$ cat src/sv/assert_macros.svh
// assertion helpers for the decoder
`ifndef ASSERT_MACROS_SVH
`define ASSERT_MACROS_SVH

`ifndef SYNTH
`define U8D_ASSERT(lbl, clk, rst, prop) \
  lbl: assert property (@(posedge clk) disable iff (rst) prop) \
    else $error("assertion failed");
`define U8D_NEVER(lbl, clk, rst, expr) \
  lbl: assert property (@(posedge clk) disable iff (rst) !(expr)) \
    else $error("forbidden condition");
`else
`define U8D_ASSERT(lbl, clk, rst, prop)
`define U8D_NEVER(lbl, clk, rst, expr)
`endif

`endif

$ cat src/sv/u8d_pkg.sv
package u8d_pkg;

  localparam int CP_W = 21;

  typedef enum logic [1:0] {
    PH_IDLE    = 2'd0,
    PH_COLLECT = 2'd1,
    PH_SKIP    = 2'd2
  } phase_t;

  typedef struct packed {
    phase_t            phase;
    logic [1:0]        trails_left;
    logic [1:0]        trail_total;
    logic [CP_W-1:0]   accumulated_code;
  } dec_state_t;

  typedef struct packed {
    logic [CP_W-1:0] code_point;
    logic            valid_res;
    logic            run_last;
  } result_t;

  typedef struct packed {
    dec_state_t state;
    result_t    res0;
    result_t    res1;
    logic [1:0] nres;
  } dec_out_t;

  function automatic logic [1:0] lead_trails(input logic [7:0] b);
    logic [1:0] n;
    n = 2'd0;
    if (b >= 8'hC0 && b <= 8'hDF) n = 2'd1;
    else if (b >= 8'hE0 && b <= 8'hEF) n = 2'd2;
    else if (b >= 8'hF0 && b <= 8'hF4) n = 2'd3;
    return n;
  endfunction

  function automatic logic [7:0] lead_mask(input logic [1:0] n);
    logic [7:0] m;
    case (n)
      2'd1:    m = 8'h1F;
      2'd2:    m = 8'h0F;
      2'd3:    m = 8'h07;
      default: m = 8'h7F;
    endcase
    return m;
  endfunction

  function automatic logic [CP_W-1:0] min_value(input logic [1:0] n);
    logic [CP_W-1:0] v;
    case (n)
      2'd1:    v = 21'h000080;
      2'd2:    v = 21'h000800;
      2'd3:    v = 21'h010000;
      default: v = 21'h000000;
    endcase
    return v;
  endfunction

  function automatic logic is_char(input logic [CP_W-1:0] c, input logic rej);
    logic ok;
    ok = 1'b1;
    if (c > 21'h10FFFF) ok = 1'b0;
    if (c >= 21'h00D800 && c <= 21'h00DFFF) ok = 1'b0;
    if (rej) begin
      if (c >= 21'h00FDD0 && c <= 21'h00FDEF) ok = 1'b0;
      if (c[15:1] == 15'h7FFF) ok = 1'b0;
    end
    return ok;
  endfunction

endpackage

$ cat src/sv/u8d_in_if.sv
interface u8d_in_if;
  logic       valid;
  logic       ready;
  logic [7:0] data_byte;
  logic       end_of_string;

  modport source (output valid, output data_byte, output end_of_string, input ready);
  modport sink (input valid, input data_byte, input end_of_string, output ready);
endinterface

$ cat src/sv/u8d_out_if.sv
interface u8d_out_if;
  logic                      valid;
  logic                      ready;
  logic [u8d_pkg::CP_W-1:0]  code_point;
  logic                      valid_res;
  logic                      run_last;

  modport source (output valid, output code_point, output valid_res, output run_last,
                  input ready);
  modport sink (input valid, input code_point, input valid_res, input run_last,
                output ready);
endinterface

$ cat src/sv/u8d_decode.sv
module u8d_decode (
  input  u8d_pkg::dec_state_t st,
  input  logic [7:0]          data_byte,
  input  logic                end_of_string,
  input  logic                reject_nonchars,
  output u8d_pkg::dec_out_t   dec
);

  u8d_pkg::dec_state_t          bg_state;
  u8d_pkg::result_t             bg_res;
  logic                         bg_emit;
  logic [1:0]                   lt;
  logic [u8d_pkg::CP_W-1:0]     acc_n;
  logic [1:0]                   tl_n;
  logic                         is_tr;
  logic                         ok;

  assign lt    = u8d_pkg::lead_trails(data_byte);
  assign acc_n = {st.accumulated_code[u8d_pkg::CP_W-7:0], data_byte[5:0]};
  assign tl_n  = st.trails_left - 2'd1;
  assign is_tr = (data_byte[7:6] == 2'b10);
  assign ok    = u8d_pkg::is_char(acc_n, reject_nonchars);

  // start of a new sequence
  always_comb begin
    bg_state = st;
    bg_res   = '0;
    bg_emit  = 1'b0;
    if (!data_byte[7]) begin
      bg_state.phase     = u8d_pkg::PH_IDLE;
      bg_emit            = 1'b1;
      bg_res.code_point  = {13'd0, data_byte};
      bg_res.valid_res   = 1'b1;
    end else if (lt == 2'd0) begin
      bg_state.phase = end_of_string ? u8d_pkg::PH_IDLE : u8d_pkg::PH_SKIP;
      bg_emit        = end_of_string;
    end else begin
      bg_state.trail_total      = lt;
      bg_state.trails_left      = lt;
      bg_state.accumulated_code = {13'd0, data_byte & u8d_pkg::lead_mask(lt)};
      bg_state.phase            = end_of_string ? u8d_pkg::PH_IDLE : u8d_pkg::PH_COLLECT;
      bg_emit                   = end_of_string;
    end
  end

  always_comb begin
    dec.state = st;
    dec.res0  = '0;
    dec.res1  = '0;
    dec.nres  = 2'd0;
    unique case (st.phase)
      u8d_pkg::PH_COLLECT: begin
        if (is_tr) begin
          dec.state.accumulated_code = acc_n;
          dec.state.trails_left      = tl_n;
          if (tl_n == 2'd0) begin
            if (acc_n < u8d_pkg::min_value(st.trail_total)) begin
              // overlong: swallow following trail bytes
              dec.state.phase = end_of_string ? u8d_pkg::PH_IDLE : u8d_pkg::PH_SKIP;
              dec.nres        = {1'b0, end_of_string};
            end else begin
              dec.state.phase      = u8d_pkg::PH_IDLE;
              dec.nres             = 2'd1;
              dec.res0.valid_res   = ok;
              dec.res0.code_point  = ok ? acc_n : '0;
            end
          end else if (end_of_string) begin
            dec.state.phase = u8d_pkg::PH_IDLE;
            dec.nres        = 2'd1;
          end
        end else begin
          dec.state = bg_state;
          dec.res1  = bg_res;
          dec.nres  = 2'd1 + {1'b0, bg_emit};
        end
      end
      u8d_pkg::PH_SKIP: begin
        if (is_tr) begin
          if (end_of_string) begin
            dec.state.phase = u8d_pkg::PH_IDLE;
            dec.nres        = 2'd1;
          end
        end else begin
          dec.state = bg_state;
          dec.res1  = bg_res;
          dec.nres  = 2'd1 + {1'b0, bg_emit};
        end
      end
      default: begin
        dec.state = bg_state;
        dec.res0  = bg_res;
        dec.nres  = {1'b0, bg_emit};
      end
    endcase
    if (dec.nres == 2'd1) dec.res0.run_last = 1'b1;
    if (dec.nres == 2'd2) dec.res1.run_last = 1'b1;
  end

endmodule

$ cat src/sv/u8d_result_queue.sv
`include "assert_macros.svh"

module u8d_result_queue (
  input  logic             clk,
  input  logic             rst,
  input  logic [1:0]       push_n,
  input  u8d_pkg::result_t res0,
  input  u8d_pkg::result_t res1,
  output logic [1:0]       count,
  u8d_out_if.source        out_ch
);

  u8d_pkg::result_t q [2];
  u8d_pkg::result_t q_next [2];
  logic [1:0]       count_next;
  logic [1:0]       base;
  logic             pop;

  assign pop  = out_ch.valid && out_ch.ready;
  assign base = count - {1'b0, pop};

  always_comb begin
    q_next[0] = pop ? q[1] : q[0];
    q_next[1] = q[1];
    if (push_n != 2'd0) begin
      case (base)
        2'd0: begin
          q_next[0] = res0;
          if (push_n == 2'd2) q_next[1] = res1;
        end
        default: q_next[1] = res0;
      endcase
    end
    count_next = base + push_n;
  end

  always_ff @(posedge clk) begin
    if (rst) begin
      count <= 2'd0;
    end else begin
      count <= count_next;
    end
    q[0] <= q_next[0];
    q[1] <= q_next[1];
  end

  assign out_ch.valid      = (count != 2'd0);
  assign out_ch.code_point = q[0].code_point;
  assign out_ch.valid_res  = q[0].valid_res;
  assign out_ch.run_last   = q[0].run_last;

  `U8D_NEVER(a_no_overflow, clk, rst, ({1'b0, base} + {1'b0, push_n}) > 3'd2)
  `U8D_ASSERT(a_hold_idle, clk, rst, (push_n == 2'd0 && !pop) |=> $stable(count))
  `U8D_ASSERT(a_count_step, clk, rst, (push_n == 2'd1 && pop) |=> $stable(count))
  `U8D_NEVER(a_bad_payload, clk, rst, out_ch.valid && !out_ch.valid_res && out_ch.code_point != '0)

endmodule

$ cat src/sv/utf8_stream_decoder_top.sv
// the input stage registers each accepted byte; the decoder works on that register and its
//   results are written into the result queue, from which they are offered on out_ch
// throughput: one byte per cycle while each byte gives at most one result and out_ch is ready;
//   a byte with two results waits for an empty queue, as it admits only entries free before the clock edge
// reset: rst (synchronous) returns the decoder to idle, empties the input and
//   result stages and clears reject_nonchars
module utf8_stream_decoder_top (
  input  logic      clk,
  input  logic      rst,
  input  logic      cfg_wr_en,
  input  logic      cfg_wr_data,
  u8d_in_if.sink    in_ch,
  u8d_out_if.source out_ch
);

  logic                reject_nonchars;
  logic                in_valid;
  logic [7:0]          in_byte;
  logic                in_eos;
  u8d_pkg::dec_state_t st;
  u8d_pkg::dec_out_t   dec;
  logic [1:0]          q_count;
  logic                fire;
  logic                in_take;

  u8d_decode u_decode (
    .st              (st),
    .data_byte       (in_byte),
    .end_of_string   (in_eos),
    .reject_nonchars (reject_nonchars),
    .dec             (dec)
  );

  assign fire        = in_valid && (({1'b0, q_count} + {1'b0, dec.nres}) <= 3'd2);
  assign in_ch.ready = !in_valid || fire;
  assign in_take     = in_ch.valid && in_ch.ready;

  always_ff @(posedge clk) begin
    if (rst) begin
      reject_nonchars <= 1'b0;
      in_valid        <= 1'b0;
      st              <= '{phase: u8d_pkg::PH_IDLE, trails_left: 2'd0, trail_total: 2'd0,
                           accumulated_code: '0};
    end else begin
      if (cfg_wr_en) reject_nonchars <= cfg_wr_data;
      in_valid <= in_take || (in_valid && !fire);
      if (fire) st <= dec.state;
    end
    if (in_take) begin
      in_byte <= in_ch.data_byte;
      in_eos  <= in_ch.end_of_string;
    end
  end

  u8d_result_queue u_queue (
    .clk    (clk),
    .rst    (rst),
    .push_n (fire ? dec.nres : 2'd0),
    .res0   (dec.res0),
    .res1   (dec.res1),
    .count  (q_count),
    .out_ch (out_ch)
  );

endmodule
$ cat src/flat_wrapper.sv
// flat-port wrapper written by rule: the top's interface ports become plain ports
module utf8_stream_decoder_top_flat 
  (clk, rst, cfg_wr_en, cfg_wr_data, in_ch_valid, in_ch_data_byte, in_ch_end_of_string, in_ch_ready, out_ch_valid, out_ch_code_point, out_ch_valid_res, out_ch_run_last, out_ch_ready);
  u8d_in_if in_ch_i ();
  u8d_out_if out_ch_i ();
  input  logic clk;
  input  logic rst;
  input  logic cfg_wr_en;
  input  logic cfg_wr_data;
  input wire logic [$bits(in_ch_i.valid)-1:0] in_ch_valid;
  input wire logic [$bits(in_ch_i.data_byte)-1:0] in_ch_data_byte;
  input wire logic [$bits(in_ch_i.end_of_string)-1:0] in_ch_end_of_string;
  output wire logic [$bits(in_ch_i.ready)-1:0] in_ch_ready;
  output wire logic [$bits(out_ch_i.valid)-1:0] out_ch_valid;
  output wire logic [$bits(out_ch_i.code_point)-1:0] out_ch_code_point;
  output wire logic [$bits(out_ch_i.valid_res)-1:0] out_ch_valid_res;
  output wire logic [$bits(out_ch_i.run_last)-1:0] out_ch_run_last;
  input wire logic [$bits(out_ch_i.ready)-1:0] out_ch_ready;
  assign in_ch_i.valid = in_ch_valid;
  assign in_ch_i.data_byte = in_ch_data_byte;
  assign in_ch_i.end_of_string = in_ch_end_of_string;
  assign in_ch_ready = in_ch_i.ready;
  assign out_ch_valid = out_ch_i.valid;
  assign out_ch_code_point = out_ch_i.code_point;
  assign out_ch_valid_res = out_ch_i.valid_res;
  assign out_ch_run_last = out_ch_i.run_last;
  assign out_ch_i.ready = out_ch_ready;
  utf8_stream_decoder_top u_core (.clk(clk), .rst(rst), .cfg_wr_en(cfg_wr_en), .cfg_wr_data(cfg_wr_data), .in_ch(in_ch_i), .out_ch(out_ch_i));
endmodule
$ cat config.mk
export PLATFORM = sky130hd
export DESIGN_NAME = utf8_stream_decoder_top_flat
export DESIGN_NICKNAME = d
export VERILOG_FILES = /design/src/sv/u8d_pkg.sv /design/src/sv/u8d_in_if.sv /design/src/sv/u8d_out_if.sv /design/src/sv/u8d_decode.sv /design/src/sv/u8d_result_queue.sv /design/src/sv/utf8_stream_decoder_top.sv /design/src/flat_wrapper.sv
export VERILOG_INCLUDE_DIRS = /design/src /design/src/sv
export SDC_FILE = /design/constraint.sdc
export NUM_CORES = 1
export LEC_CHECK = 0
export ABC_CLOCK_PERIOD_IN_PS = 4900
export BUFFER_PORTS_ARGS = -buffer_cell sky130_fd_sc_hd__buf_2
export CAP_MARGIN = 20
export CORE_UTILIZATION = 59
export DETAILED_ROUTE_END_ITERATION = 10
export GPL_ROUTABILITY_DRIVEN = 0
export GPL_TIMING_DRIVEN = 0
export PLACE_DENSITY = 0.8
export REMOVE_ABC_BUFFERS = 1
export SLEW_MARGIN = 15
export SYNTH_ARGS = -nofsm -noshare
export SYNTH_HDL_FRONTEND = slang
export SYNTH_SLANG_ARGS = --single-unit
$ cat constraint.sdc
create_clock -name clk -period 4.9 [get_ports clk]
set_input_delay 0.245 -clock clk [delete_from_list [all_inputs] [get_ports clk]]
set_output_delay 0.245 -clock clk [all_outputs]
set_load 0.01 [all_outputs]
Yosys cells after proc, flatten, opt, wreduce, memory -nomap -nowiden
Memories as Yosys holds them, arrays and structs flattened.
Cells that the tools add are included.
{ "word_totals": {"memories": 1, "ff_bits": 40, "inputBits": 15, "mem_bits_rw": 46} }
{ "classes": {"bitwise_logic": 1, "reduce_logical": 21, "n_addsub": 5, "n_mux": 53, "eq_ne": 15, "n_lt_le_gt_ge": 13} }
{ "memory_table": {"columns": ["name", "depth", "width", "read_ports", "rd_ports_with_merged_regs", "write_ports", "line", "rtl"], "rows": [
  ["u_core.u_queue.q", 2, 23, 2, 0, 2, "u8d_result_queue.sv:13", "u8d_pkg::result_t q [2];"]
]} }
{ "ops": {"columns": ["cell", "count"], "rows": [
  ["$mux W23", 6],
  ["$mux W21", 5],
  ["$mux W25", 3],
  ["$mux W22", 3],
  ["$pmux W27 S2", 1],
  ["$pmux W17 S3", 1],
  ["$mux W46", 1],
  ["$pmux W22 S2", 1],
  ["$ge A21 B16 Y1 const B", 2],
  ["$le A21 B16 Y1 const B", 2],
  ["$mux W2", 15],
  ["$ge A8 B8 Y1 const B", 3],
  ["$le A8 B8 Y1 const B", 3],
  ["$mux W8", 3],
  ["$gt A21 B21 Y1 const B", 1],
  ["$lt A21 B21 Y1", 1],
  ["$pmux W7 S3", 1],
  ["$eq A2 B2 Y1 const B", 8],
  ["$eq A15 B15 Y1 const B", 1],
  ["$mux W1", 11],
  ["$logic_and A1 B1 Y1", 9],
  ["$and A8 B8 Y8", 1],
  ["$eq A2 B1 Y1 const B", 4],
  ["$logic_not A2 Y1", 3],
  ["15 further kinds", 19]
]} }

Depth between registers and ports, before layout
{ "depth": {"word_depth": 18, "ltp_mapped": 16, "mapped_depth_nobuf": 14} }

By module
Synthesis repeated with hierarchy kept, for this count alone.
{ "unflattened": {"hier_cells": 639, "area_unflattened_um2": 5263.8} }
{ "modules_own_cells": {"columns": ["mod", "cells_each", "n_inst", "area_each_um2"], "rows": [
  ["u8d_result_queue", 263, 1, 2280.9],
  ["utf8_stream_decoder_top", 146, 1, 1574.0],
  ["u8d_decode", 230, 1, 1408.9]
]} }

Least setup slack after synthesis
No wires, ideal clock.
{ "synth_path": {"path_kind": "register -> register", "from": "register u_core.st[21] (netlist name)", "to": "memory u_core.u_queue.q[0][23] in the netlist's numbering (enable)", "path_slack_ns": 1.207, "path_stages_with_launch": 13, "period_less_slack_ns": 3.693, "t_required_ns": 4.517, "t_arrival_ns": 3.310, "cell_sequence": "dfxtp_1 nand2b_1 ha_1 or4_1 o21a_1 nor4_2 nor2_1 ha_1 fa_1 a21oi_1 nand2_1 a21oi_1 o31a_1"} }
{ "synth_rtl": {"columns": ["item", "line"], "rows": [
  ["end, declared", "u8d_result_queue.sv:13"]
]} }

Worst setup path in the final report
{ "layout_path": {"from": "register u_core.st[21] (netlist name)", "to": "register u_core.st[1] (netlist name)"} }
{ "layout_via": {"elab_chain_len": 14, "word_cells_on_any_way": 16} }
{ "layout_lines": {"columns": ["item", "line", "rtl"], "rows": [
  ["$eq A2 B2 Y1 / $eq A2 B1 Y1 (equally long branches)", "u8d_pkg.sv:53", "case (n)"],
  ["$pmux W17 S3 *", "u8d_pkg.sv:53", null],
  ["$mux W21 *", "u8d_decode.sv:56", "if (tl_n == 2'd0) begin"],
  ["$mux W21 *", "u8d_decode.sv:53", "if (is_tr) begin"],
  ["$mux W21 *", "u8d_decode.sv:51", "unique case (st.phase)"],
  ["$lt A21 B21 Y1 *", "u8d_decode.sv:57", "if (acc_n < u8d_pkg::min_value(st.trail_total)) begin"],
  ["$mux W1 *", "u8d_decode.sv:57", null],
  ["$mux W2 *", "u8d_decode.sv:56", null],
  ["$mux W2 *", "u8d_decode.sv:53", null],
  ["$pmux W2 S2 *", "u8d_decode.sv:51", null],
  ["$add A2 B2 Y3 *", "utf8_stream_decoder_top.sv:34", "assign fire = in_valid && (({1'b0, q_count} + {1'b0, dec.nres}) <= 3'd2);"],
  ["$le A3 B2 Y1 *", "utf8_stream_decoder_top.sv:34", null],
  ["$logic_and A1 B1 Y1 *", "utf8_stream_decoder_top.sv:34", null],
  ["$reduce_and A2 Y1 (no line) *", null, null]
]} }
Every way passes the cells marked *; elsewhere a longest branch is shown, timed or not. The select of a mux whose other input is x is not followed.
A chain may end at the register's enable or synchronous reset.

==> results.md <==
* Status: finished clean
* Mean Syn Cell Area at 10.3 µm²
* Clock buffer depth at 2
* First-pass GRT wire length at between 10 and 15 mm
* Fillers at 489
* Setup Buffers After CTS at 0
* DRT Pass-1 Iters at 5
* Storage element area at 0.00192 mm²
* Post-Synth Simple-Gate Area at 15.7%
* Tcrit/Tclk final at approximately 89%
* Largest family of logic cells by synthesized area: compound AO/OA/AOI/OAI gates
* Clk sinks at 80
* RSZ-0062 raised after global routing: false
* CTS clk-pin slew, worst paths at approximately 0.080 ns
* Vias in the first global route at between 2000 and 3000
* Fmax at 0.230 GHz
* P_leak at approximately 1.7 nW
* # Max-Cap Violations at 0
* Max FO, Critical Path at 11
* Layout Skew at 0.00834 ns
* Final setup vio count at 0
* Min cycle time layout at roughly 4.4 ns
* Diode count at 0
* Post-synth top area cell: dfxtp_1
* Cell Rows at 29
* Post-synthesis sequential area ratio at 49.2%
* Post-synth EDFFs at 32
* Post-DP HPWL at ~5.6 mm
* Area delta synth->final at 8.11%
* Worst setup SP type: flip-flop
* Flop and latch count out of synthesis at 80
* Die X at 83.3 µm
* Synth top area share at 24.6%
* Async S/R FF share, synth at 0%
* Most frequent cells in the layout: dfxtp_1, buf_2, nand2_1
* Initial antenna violation count at 0
* Adder-Cell Fraction of Synth Area at 2.76%
* Vias post-DR at 2933
* GR Util All Layers at approximately a quarter
* Residual DRC at 0
* Antenna Nets Post-Route at 0
* Post-synthesis mux area share at 5.93%
* Slew headroom at 37.8%
* Post-Route WL at 8.04 mm
* Total congestion overflow at 0
* Final design utilization at 66.4%
* Drt wl/cell at 17.1 µm
* Maximum vdd drop at 373 µV
* Final nets at 412
* Worst setup EP type: flip-flop
* Reg2reg start: u_core.st[21]
* Footprint of the multi-input gates at 0.00169 mm²
* Die Ht at 83.3 µm
* Ports at 40
* Starting Density at about 60%
* Root buffer cell: clkbuf_8
* Largest net degree at the start of global routing at 27
* H-tree lvl count at 3
* Setup tns final at 0 ns
* Yosys cell types at 57
* Setup CP Type: reg2reg
* R2R Path End: u_core.st[1]
* Most common cell after layout, fill and taps aside: dfxtp_1
* Die footprint at 0.00694 mm²
* Hold/Removal Path Class: in2reg
* Final slew viol count at 0
* CTS tree: done
* IO buf count at 39
* Synth top area cells: dfxtp_1, edfxtp_1, mux2i_1
* Crit path DAT at 4.65 ns
* Core Footprint at 0.00635 mm²
* Initial DRC count at about 290
* Via-to-Cell Ratio at 6.23
* Worst reg2reg path depth at 14
* Cells after Synth at 379
* Synth Cell Area at 0.00390 mm²
* Min Hold Slack at 0.0632 ns
* Hold path start: in_ch_data_byte[2]
* WP data required at just over 5 ns
* Synth Flop Type: dfxtp_1
* Syn. warnings at 0
* PD cells at ~510 mW/mm²
* Hold Crit Endpoint: u_core.in_byte[2]
* Worst setup startpoint: u_core.st[21]
* Final hold vios at 0
* Layout cells sized above 1 at around 17%
* Num CTS Buffers at 9
* Worst-margin pin slew at 0.930 ns
* XOR/XNOR share of the synthesized area at 0.449%
* Post-synthesis compound-gate area fraction at 17.9%
* Worst-Skew Late Latency at 0.36 ns
* WHS Path Cells at 1
* Setup slack, reg-to-reg at 0.54 ns
-- synthesized netlist by cell type, drive strengths merged (8+ instances only) --
cell	count
clkbuf	13
o2bb2ai	14
a31oi	12
nor2	18
edfxtp	32
inv	14
mux2i	22
a22o	15
nor2b	8
buf	29
a21oi	12
nand2	37
and3	18
nor3	11
dfxtp	48
-- registers in the layout, indices dropped and copies added, names as in the netlist --
| signal | flops |
|---|---|
| u_core.in_eos | 1 |
| u_core.u_queue.q | 46 |
| u_core.u_queue.count | 2 |
| u_core.in_valid | 1 |
| u_core.in_byte | 8 |
| u_core.reject_nonchars | 1 |
| u_core.st | 21 |
-- through the flow --
| stage | instances | worst slack [ns] | cell area [µm²] | power (mW) |
|---|---|---|---|---|
| 2_1_floorplan | 337 | 0.318 | 3650 | 1.37 |
| 3_3_place_gp | 453 | -1.11 | 3940 | 1.56 |
| 3_5_place_dp | 455 | 0.340 | 3990 | 1.62 |
| 4_1_cts | 471 | 0.292 | 4210 | 2.15 |
| 5_1_grt | 471 | 0.280 | 4220 | 2.26 |
| 6_report | 471 | 0.544 | 4220 | 2.14 |
-- worst max path at each step --
stage                                   to  slack, ns  depth (start not counted)
finish                        u_core.st[1]       0.54                         14
global route                  u_core.st[1]       0.28                         14
CTS                           u_core.st[1]       0.29                         14
detailed placement            u_core.st[1]       0.34                         14
global placement    u_core.u_queue.q[0][3]      -1.11                         10
floorplan           u_core.u_queue.q[0][2]       0.32                         14
-- power by group --
part / internal (mW) / total [mW] / switching (mW)
registers: 0.849 / 0.923 / 0.0737
clock network: 0.287 / 0.530 / 0.243
logic: 0.280 / 0.683 / 0.403
total: 1.42 / 2.14 / 0.720
-- routing by layer --
layer  up-vias  GRT usage (%)  share of wire [%]
met5         -              0                  0
met4         0           11.6                2.0
met3        15           5.47                6.5
met2       126           39.1                 48
met1      1398           31.2                 43
li1       1394              -                  -
-- worst max-delay path: stages, from the launching register on --
cell and delay [ns]:
dfxtp_1 0.33, nand2b_1 0.15, ha_1 0.17, or4_1 0.40, o21a_1 0.26, nor4_2 0.34, nor2_1 0.17, ha_1 0.23
fa_1 0.44, a21oi_1 0.22, and2_1 0.36, nand2_1 0.24, nor3_2 0.59, a21o_1 0.23, a22o_1 0.16
-- repair_timing --
| item | 4_1_cts | 5_1_grt |
|---|---|---|
| endpoints found under the setup margin | 0 | 1 |
| gates resized for setup | 0 | 1 |
| hold buffers | 0 | 0 |
| hold endpoints to repair | 0 | 0 |
-- area by class of cell --
cell class / instances / share of cell area, %
clock buffers: 9 / 2.94
inverters: 15 / 1.42
well taps: 77 / 2.28
flip-flops and latches: 80 / 45.6
repair buffers: 41 / 5.63
multi-input cells: 242 / 39.9
clock inverters: 7 / 2.22
-- cells by family (layout without fill, tap and decap cells) --
group,after synthesis,after routing
simple gates,120,120
compound gates,89,89
flops,80,80
buf+inv,57,72
mux,23,23
fa+ha+maj,8,8
xor+xnor,2,2
(Power assumes the default switching activity.)
